**src/lrupr_pkg.sv**
```systemverilog
// Shared types and constants of the LRU page replacement stack.
package lrupr_pkg;

  localparam int FRAMES    = 16;
  localparam int PAGE_BITS = 16;
  localparam int CNT_W     = $clog2(FRAMES + 1);
  localparam int CFG_W     = 5;
  localparam int OCC_W     = 5;
  localparam int TOTAL_W   = 16;

  localparam logic [CFG_W-1:0] FRAMES_IN_USE_RST = CFG_W'(16);

  localparam logic CMD_REF   = 1'b0;
  localparam logic CMD_CLEAR = 1'b1;

  typedef struct packed {
    logic                 command;
    logic [PAGE_BITS-1:0] page;
  } lrupr_in_t;

  typedef struct packed {
    logic               fault;
    logic               evicted_valid;
    logic [15:0]        evicted_page;
    logic [OCC_W-1:0]   occupied;
    logic [TOTAL_W-1:0] fault_total;
  } lrupr_out_t;

  // Operation broadcast to every cell for the beat being taken.
  typedef struct packed {
    logic go;
    logic hit;
    logic evict;
    logic append;
  } lrupr_op_t;

  // Position of one cell relative to the current occupancy.
  typedef struct packed {
    logic occ;
    logic top;
    logic slot;
  } lrupr_slot_t;

endpackage

```
**src/lrupr_cell.sv**
```systemverilog
// One frame of the LRU stack: holds a page, compares it and shifts towards the bottom.
module lrupr_cell (
  input  logic                           clk_i,
  input  logic [lrupr_pkg::PAGE_BITS-1:0] page_i,
  input  logic [lrupr_pkg::PAGE_BITS-1:0] next_page_i,
  input  logic                           seen_i,
  input  lrupr_pkg::lrupr_slot_t         slot_i,
  input  lrupr_pkg::lrupr_op_t           op_i,
  output logic [lrupr_pkg::PAGE_BITS-1:0] page_o,
  output logic                           match_o,
  output logic                           seen_o
);

  logic [lrupr_pkg::PAGE_BITS-1:0] page_q, page_d;
  logic                            shift, load;

  assign match_o = slot_i.occ && (page_q == page_i);
  assign seen_o  = seen_i | match_o;
  assign page_o  = page_q;

  // Everything from the hit frame upwards moves down one place; on an eviction the whole
  // occupied stack does. The top occupied frame then takes the referenced page.
  assign shift = op_i.go && slot_i.occ && !slot_i.top &&
                 ((op_i.hit && seen_o) || op_i.evict);
  assign load  = op_i.go && (((op_i.hit || op_i.evict) && slot_i.top) ||
                             (op_i.append && slot_i.slot));

  always_comb begin
    page_d = page_q;
    if (shift) begin
      page_d = next_page_i;
    end else if (load) begin
      page_d = page_i;
    end
  end

  always_ff @(posedge clk_i) begin
    page_q <= page_d;
  end

endmodule

```
**src/lru_page_replacement.sv**
```systemverilog
// Top level of the LRU page replacement stack: control, row of frame cells and result register.
// Latency: a result is valid in the cycle after its input beat is accepted.
// Throughput: one beat per cycle while the output is not stalled; the match, shift and reload
// of the whole cell row happen in the cycle the beat is accepted, so the next reference sees the updated stack.
// Reset: occupancy and fault total go to zero and the frame limit to 16; frame contents
// are left undefined, as only frames below the occupancy are ever compared or read.
module lru_page_replacement (
  input  logic                         clk_i,
  input  logic                         rst_ni,
  input  logic                         cfg_valid_i,
  output logic                         cfg_ready_o,
  input  logic [lrupr_pkg::CFG_W-1:0]  cfg_data_i,
  input  logic                         in_valid_i,
  output logic                         in_ready_o,
  input  lrupr_pkg::lrupr_in_t         in_data_i,
  output logic                         out_valid_o,
  input  logic                         out_ready_i,
  output lrupr_pkg::lrupr_out_t        out_data_o
);

  localparam int N = lrupr_pkg::FRAMES;
  localparam int CW = lrupr_pkg::CNT_W;

  logic [lrupr_pkg::CFG_W-1:0]   cfg_q;
  logic [CW-1:0]                 count_q, count_d;
  logic [lrupr_pkg::TOTAL_W-1:0] total_q, total_d;
  logic                          out_vld_q, out_vld_d;
  lrupr_pkg::lrupr_out_t         out_q, out_d;

  logic [CW-1:0]                  limit;
  logic                           accept, hit, at_limit;
  lrupr_pkg::lrupr_op_t           op;
  logic [N-1:0]                   match;
  logic [N:0]                     seen;
  logic [lrupr_pkg::PAGE_BITS-1:0] pages [N];

  assign cfg_ready_o = 1'b1;
  assign in_ready_o  = !out_vld_q || out_ready_i;
  assign accept      = in_valid_i && in_ready_o;
  assign out_valid_o = out_vld_q;
  assign out_data_o  = out_q;

  // A limit of zero behaves as one; anything above the frame count saturates.
  always_comb begin
    if (cfg_q == '0) begin
      limit = CW'(1);
    end else if (32'(cfg_q) > 32'(N)) begin
      limit = CW'(N);
    end else begin
      limit = CW'(cfg_q);
    end
  end

  assign hit      = seen[N];
  assign at_limit = count_q >= limit;

  assign op.go     = accept && (in_data_i.command == lrupr_pkg::CMD_REF);
  assign op.hit    = hit;
  assign op.evict  = !hit && at_limit;
  assign op.append = !hit && !at_limit;

  assign seen[0] = 1'b0;

  for (genvar i = 0; i < N; i++) begin : g_cell
    lrupr_pkg::lrupr_slot_t slot;
    logic [lrupr_pkg::PAGE_BITS-1:0] next_page;

    assign slot.occ  = CW'(i) < count_q;
    assign slot.top  = CW'(i + 1) == count_q;
    assign slot.slot = CW'(i) == count_q;

    if (i == N - 1) begin : g_last
      assign next_page = '0;
    end else begin : g_mid
      assign next_page = pages[i + 1];
    end

    lrupr_cell u_cell (
      .clk_i       (clk_i),
      .page_i      (in_data_i.page),
      .next_page_i (next_page),
      .seen_i      (seen[i]),
      .slot_i      (slot),
      .op_i        (op),
      .page_o      (pages[i]),
      .match_o     (match[i]),
      .seen_o      (seen[i + 1])
    );
  end

  always_comb begin
    count_d   = count_q;
    total_d   = total_q;
    out_vld_d = out_vld_q;
    out_d     = out_q;
    if (out_vld_q && out_ready_i) begin
      out_vld_d = 1'b0;
    end
    if (accept) begin
      out_vld_d = 1'b1;
      if (in_data_i.command == lrupr_pkg::CMD_CLEAR) begin
        count_d = '0;
        total_d = '0;
      end else if (!hit) begin
        if (total_q != '1) begin
          total_d = total_q + 1'b1;
        end
        if (!at_limit) begin
          count_d = count_q + 1'b1;
        end
      end
      out_d.fault         = op.go && !hit;
      out_d.evicted_valid = op.go && op.evict;
      out_d.evicted_page  = (op.go && op.evict) ? 16'(pages[0]) : '0;
      out_d.occupied      = lrupr_pkg::OCC_W'(count_d);
      out_d.fault_total   = total_d;
    end
  end

  always_ff @(posedge clk_i or negedge rst_ni) begin
    if (!rst_ni) begin
      cfg_q     <= lrupr_pkg::FRAMES_IN_USE_RST;
      count_q   <= '0;
      total_q   <= '0;
      out_vld_q <= 1'b0;
    end else begin
      if (cfg_valid_i && cfg_ready_o) begin
        cfg_q <= cfg_data_i;
      end
      count_q   <= count_d;
      total_q   <= total_d;
      out_vld_q <= out_vld_d;
    end
  end

  always_ff @(posedge clk_i) begin
    out_q <= out_d;
  end

  // Resident pages are unique, so at most one occupied frame can match.
  assert property (@(posedge clk_i) disable iff (!rst_ni) $onehot0(match))
    else $error("more than one frame matched the referenced page");

  assert property (@(posedge clk_i) disable iff (!rst_ni) 32'(count_q) <= 32'(N))
    else $error("occupancy exceeds the number of frames");

  assert property (@(posedge clk_i) disable iff (!rst_ni)
    out_vld_q && out_q.evicted_valid |-> out_q.fault)
    else $error("eviction reported without a fault");

  assert property (@(posedge clk_i) disable iff (!rst_ni)
    accept && in_data_i.command == lrupr_pkg::CMD_CLEAR |=>
      out_vld_q && out_q.occupied == '0 && out_q.fault_total == '0 && count_q == '0)
    else $error("clear beat did not empty the stack");

  assert property (@(posedge clk_i) disable iff (!rst_ni)
    accept && op.go && op.append |=> count_q == $past(count_q) + 1'b1)
    else $error("append did not grow the occupancy");

endmodule

```
**config.mk**
```make
export PLATFORM = sky130hd
export DESIGN_NAME = lru_page_replacement
export DESIGN_NICKNAME = d
export VERILOG_FILES = /design/src/lrupr_pkg.sv /design/src/lrupr_cell.sv /design/src/lru_page_replacement.sv
export SDC_FILE = /design/constraint.sdc
export NUM_CORES = 1
export LEC_CHECK = 0
export BUFFER_PORTS_ARGS = -buffer_cell sky130_fd_sc_hd__buf_2
export CORE_ASPECT_RATIO = 0.5
export CORE_MARGIN = 2
export CORE_UTILIZATION = 60
export CTS_BUF_LIST = sky130_fd_sc_hd__clkbuf_4 sky130_fd_sc_hd__clkbuf_8
export CTS_CLUSTER_SIZE = 8
export DETAILED_ROUTE_END_ITERATION = 12
export PLACE_DENSITY = 0.84
export REMOVE_ABC_BUFFERS = 1
export SETUP_SLACK_MARGIN = 0.2
export SLEW_MARGIN = 40
export SYNTH_ARGS = -nofsm -noshare
export SYNTH_HDL_FRONTEND = slang
export SYNTH_SLANG_ARGS = --single-unit
```
**constraint.sdc**
```tcl
create_clock -name clk_i -period 12.37 [get_ports clk_i]
set_input_delay 2.474 -clock clk_i [delete_from_list [all_inputs] [get_ports clk_i]]
set_output_delay 2.474 -clock clk_i [all_outputs]
set_load 0.03 [all_outputs]
```
# Word-level counts from Yosys, hierarchy flattened
# Index checks and enable logic that the tools add are counted.
# op_classes
add_sub_neg	2
order_cmp	18
n_eq_ne	33
muxes	40
bitwise	16
n_reduce_logical	204
# op_table
op	n
$mux W16	33
$eq A16 B16 Y1	16
$logic_and A1 B1 Y1	134
$eq A4 B5 Y1 const A	8
$lt A4 B5 Y1 const A	8
$logic_or A1 B1 Y1	33
$reduce_bool A2 Y1	16
$mux W5	5
$eq A3 B5 Y1 const A	4
$lt A3 B5 Y1 const A	4
$logic_not A1 Y1	19
$add A16 B1 Y16 const B	1
$ne A16 B16 Y1 const B	1
$or A1 B1 Y1	15
$eq A2 B5 Y1 const A	2
$logic_not A5 Y1	2
$lt A1 B5 Y1 const A	2
$lt A2 B5 Y1 const A	2
$add A5 B1 Y5 const B	1
$eq A1 B5 Y1 const A	1
$eq A5 B5 Y1 const A	1
$ge A5 B5 Y1	1
$gt A5 B5 Y1 const B	1
$mux W1	2
$not A1 Y1	1
# totals
register_bits	322

# Depth between registers and ports, before layout
# logic_depth
ltp_word	25
mapped_depth	16

# Cells and area by module
# Synthesis repeated with hierarchy kept, for this count alone.
# hier_totals
cells_unflattened	2296
hier_area_um2	22087.4
# by_module_without_submodules
module	n_inst	cells_each	area_per_inst_um2	seq_area_each_um2
lrupr_cell	16	121	1151.1	480.5
lru_page_replacement	1	360	3669.8	1848.0

# Worst setup path after synthesis
# No wires, ideal clock.
# synth_timing
kind	input -> register
from	input in_data_i[14] (netlist name)
to	register g_cell[3].u_cell.page_q, in the netlist g_cell[3].u_cell.page_o[0] (enable)
setup_time_ps	414
arrival_ps	5744
setup_slack_ps	6212
path_stages	13
path_cell_list	buf_2 > buf_6 > xor2_1 > nor4_1 > nand4_1 > o22ai_2 > nor4_2 > and3_1 > buf_6 > buf_2 > buf_2 > nor3b_1 > a211oi_1
# synth_between
elab_chain_len	24
# synth_rtl
element	line	source
start: declaration	lru_page_replacement.sv:15	input lrupr_pkg::lrupr_in_t in_data_i,
$eq A16 B16 Y1	lrupr_cell.sv:17	assign match_o = slot_i.occ && (page_q == page_i);
$logic_and A1 B1 Y1	lrupr_cell.sv:17	
$or A1 B1 Y1 (15 in series)	lrupr_cell.sv:18	assign seen_o = seen_i | match_o;
$logic_not A1 Y1	lru_page_replacement.sv:59, lru_page_replacement.sv:60	
$logic_and A1 B1 Y1	lru_page_replacement.sv:59	assign op.evict = !hit && at_limit;
$logic_or A1 B1 Y1	lrupr_cell.sv:25	assign load = op_i.go && (((op_i.hit || op_i.evict) && slot_i.top) ||
$logic_and A1 B1 Y1	lrupr_cell.sv:25	
$logic_or A1 B1 Y1	lrupr_cell.sv:25	
$logic_and A1 B1 Y1	lrupr_cell.sv:25	
$reduce_bool A2 Y1 (no line) *	--	
end signal: assignment	lrupr_cell.sv:38	page_q <= page_d;
end: declaration	lrupr_cell.sv:14	logic [lrupr_pkg::PAGE_BITS-1:0] page_q, page_d;
# Mark *: on every way between the ends. The rest lies on a longest branch, timed or not.
# A chain may end at the register's enable or synchronous reset.

# Worst setup path in the final report
# layout_timing
from	input in_data_i[5] (netlist name)
to	register g_cell[9].u_cell.page_q, in the netlist g_cell[9].u_cell.page_o[9] (enable)
# layout_between
elab_chain_len	24
# layout_rtl
element	line
$eq A16 B16 Y1	lrupr_cell.sv:17
$logic_and A1 B1 Y1	lrupr_cell.sv:17
$or A1 B1 Y1 (15 in series)	lrupr_cell.sv:18
$logic_not A1 Y1	lru_page_replacement.sv:59, lru_page_replacement.sv:60
$logic_and A1 B1 Y1	lru_page_replacement.sv:59
$logic_or A1 B1 Y1	lrupr_cell.sv:25
$logic_and A1 B1 Y1	lrupr_cell.sv:25
$logic_or A1 B1 Y1	lrupr_cell.sv:25
$logic_and A1 B1 Y1	lrupr_cell.sv:25
$reduce_bool A2 Y1 (no line) *	--
end signal: assignment	lrupr_cell.sv:38
end: declaration	lrupr_cell.sv:14
# Marks and branches as above.

==> impl_results.md <==
- Status: completed
- CTS tree: built
- Setup bufs post-CTS: 0
- Worst-path maximum fanout: 32
- Synth area leaders: edfxtp_1 46%, mux2_2 13%, xor2_1 9.8%
- Cells after DPL: 1,778
- Cts bufs inserted: 48
- CP endpoint kind: register
- Crit start category: input pin
- Top Metal Used: met4
- Final worst-path cycle share: 0.5026
- DIE AREA: 31,860 um2
- WL per Instance: 22.24 um
- R2R Path Start: count_q[1]$_DFFE_PN0P_
- Min Tclk post-route: 6.217 ns
- Flop-to-flop setup slack: 7.71 ns
- Worst-margin pin slew: 0.8712 ns
- DRC violations left: 0
- Filler cell count: 2,090
- Max-slew violation count: 0
- Clock transition at path regs: 0.06 ns
- Top FF cell, synth: edfxtp_1
- Final non-filler cell area: 19,500 um2
- Peak Freq: 160.9 MHz
- Non-Filler Instances: 1,857
- Hpwl dp: 27,310 um
- Bufs on Longest Clock Path: 3
- Post-synth EDFFs: 279
- Average cell area after synthesis: 13.08 um2
- Synth cell count leaders: 279 x edfxtp_1, 208 x mux2_2, 204 x xor2_1
- DR vias: 11,380
- Grt total ovfl: 0
- Row count: 45
- Met2 routed WL: 19,150 um
- Num Clock Sinks: 322
- Wl on met1: 17,800 um
- P per Cell Area: 125.2 nW/um2
- Total wire length: 41,310 um
- Rel. slew slack: 0.4192
- Unrepaired setup endpoints after global routing: false
- Placeable Area: 30,120 um2
- Reg2reg path depth: 10
- Ant diodes: 0
- Seq/Total Area, Yosys: 0.5147
- Vias in the first global route: 11,340
- CP max-delay cell: and4bb_1
- Hold Vio Cnt, Final: 0
- Hold Startpoint: out_valid_o$_DFFE_PN0P_
- Port Buffers: 67
- Die Span X: 250.4 um
- Worst min-delay path class: reg2reg
- Clock latency on the worst-skew pair: 0.60 ns
- Worst-case hold path end point: out_valid_o$_DFFE_PN0P_
- Arr. time, crit path: 6.48 ns
- Synth area leader: edfxtp_1
- Total power: 0.002442 W
- Mapped cell area: 18,220 um2
- Gr usage total: 0.2577
- Gate Count Post-Synth: 1,393
- Initial antenna violation count: 0
- Post-route antenna net violation count: 0
- Drt initial violations: 1,097
- H-tree depth: 2
- Critical Path RT: 12.63 ns
- Synth cell types: 76
- RePlAce Congestion: 0.9183
- Nets: 1,467
- WS Path Type: in2reg
- Die height: 127.2 um
- IO Count: 69
- Share of layout cells above drive strength 1: 0.3114
- First-pass GRT wire length: 63,910 um
- Hold WS: 0.5327 ns
- Reg-to-Reg End: g_cell[9].u_cell.page_o[9]$_DFFE_PP_
- Max cap viols: 0
- Crit-path cells: buf_2 > xnor2_1 > nand4_1 > or4_1 > o32ai_2 > nor4_4 > and3_2 > nand2b_4 > and4bb_1 > o21bai_1 > buf_4
- Starting density of the core: 0.6047
- Asr flop ratio synth: 0.08385
- Most common cell in the synthesized netlist: edfxtp_1
- Top-area cell type share of the netlist area: 0.4599
- CTS Hold Bufs: 0
- Leak Pwr: 6.863 nW
- Clock skew: 0.03403 ns
- TritonRoute pass-1 iters: 5
- Largest net degree at the start of global routing: 51
- Root cell of the clock tree: clkbuf_8
- WHS Path Cells: 2
- Slowest Stage Delay on Critical Path: 0.84 ns
- Setup-failing EPs final: 0
- Synthesis-stage register bit count: 322
- DR WL met3: 3159 um
- Layout area overhead: 7.040%
- Worst vdd ir: 0.06525 mV
- TNS Setup: 0 ns
- Drt via density: 6.130
- Post-cts resize count: 0
- Placed cell area: 18,530 um2
- Yosys synthesis warning count: 0
[registers in the layout, summed over array words and instances (netlist names)]
| name | flops |
|---|---|
| total_q | 16 |
| count_q | 5 |
| cfg_q | 5 |
| g_cell.u_cell.page_o | 256 |
| out_valid_o | 1 |
| out_data_o | 39 |
[per-stage QoR]
stage                 util  setup WS, ns
floorplan                -         5.771
global placement    0.6144         5.453
detailed placement  0.6150         5.547
CTS                 0.6451         6.149
global route        0.6473         6.028
finish              0.6473         6.153
[worst max-delay path by stage]
stage | start | to | cells past startpoint
floorplan | out_ready_i | g_cell[3].u_cell.page_o[0]$_DFFE_PP_ | 5
global placement | in_data_i[0] | g_cell[0].u_cell.page_o[2]$_DFFE_PP_ | 11
detailed placement | in_data_i[13] | g_cell[9].u_cell.page_o[3]$_DFFE_PP_ | 11
CTS | in_data_i[13] | g_cell[9].u_cell.page_o[9]$_DFFE_PP_ | 11
global route | in_data_i[5] | g_cell[9].u_cell.page_o[9]$_DFFE_PP_ | 11
finish | in_data_i[5] | g_cell[9].u_cell.page_o[9]$_DFFE_PP_ | 11
[where the power goes]
| part | internal [W] | switching [W] |
|---|---|---|
| clock | 0.000461 | 0.000399 |
| combinational | 0.000122 | 0.000197 |
| sequential | 0.00122 | 0.0000397 |
| total | 0.00181 | 0.000636 |
[routing by layer]
metal,vias up,GRT usage
li1,5117,-
met2,509,0.4126
met3,83,0.04340
met4,0,0.09581
met1,5675,0.3578
met5,-,0
[layout by cell type, fill, tap and decap left out, drive strengths merged, types with 5 or more instances in the layout]
| cell | Yosys | routed |
|---|---|---|
| edfxtp | 279 | 279 |
| mux2 | 244 | 244 |
| xor2 | 204 | 204 |
| buf | 82 | 96 |
| clkbuf | 27 | 75 |
| nor2 | 73 | 73 |
| xnor2 | 67 | 67 |
| nor4 | 52 | 52 |
| nand2 | 50 | 50 |
| mux2i | 32 | 32 |
| o21ai | 30 | 30 |
| nand3 | 29 | 29 |
| dfrtp | 26 | 26 |
| nor3 | 21 | 21 |
| and2 | 18 | 18 |
| nand4 | 17 | 17 |
| dfxtp | 16 | 16 |
| a21oi | 14 | 14 |
| inv | 11 | 11 |
| o22ai | 10 | 10 |
| o21bai | 9 | 9 |
| ha | 9 | 9 |
| nand2b | 9 | 9 |
| a21o | 5 | 5 |
| a31oi | 5 | 5 |
| or2 | 5 | 5 |
| or3 | 5 | 5 |
[cells by family (layout without fill, tap and decap cells)]
group / count (synthesis) / count (layout) / share of synthesized area
adder cells (fa/ha/maj): 9 / 9 / 0.006182
AO/OA/AOI/OAI: 99 / 99 / 0.04080
XOR/XNOR: 271 / 271 / 0.1303
AND/OR/NAND/NOR: 295 / 295 / 0.09012
buffers and inverters: 120 / 185 / 0.04355
flip-flops: 322 / 322 / 0.5147
multiplexers: 276 / 276 / 0.1742
other: 1 / 1 / 0.0002059
[worst max-delay path, delay by kind of cell]
family | cells | cell delay [ns]
simple gates | 6 | 2.46
compound gates | 2 | 0.39
buf+inv | 2 | 0.91
xor+xnor | 1 | 0.21
[cell type report]
cell class | instances | area, um2 | share of cell area
Clock buffer | 74 | 868.3 | 0.04453
Clock inverter | 3 | 37.54 | 0.001925
Inverter | 11 | 41.29 | 0.002118
Multi-Input combinational cell | 951 | 8074 | 0.4141
Sequential cell | 322 | 9376 | 0.4809
Tap cell | 399 | 499.2 | 0.02560
Timing Repair Buffer | 97 | 601.8 | 0.03086
Power figures use the tool's default switching activity.
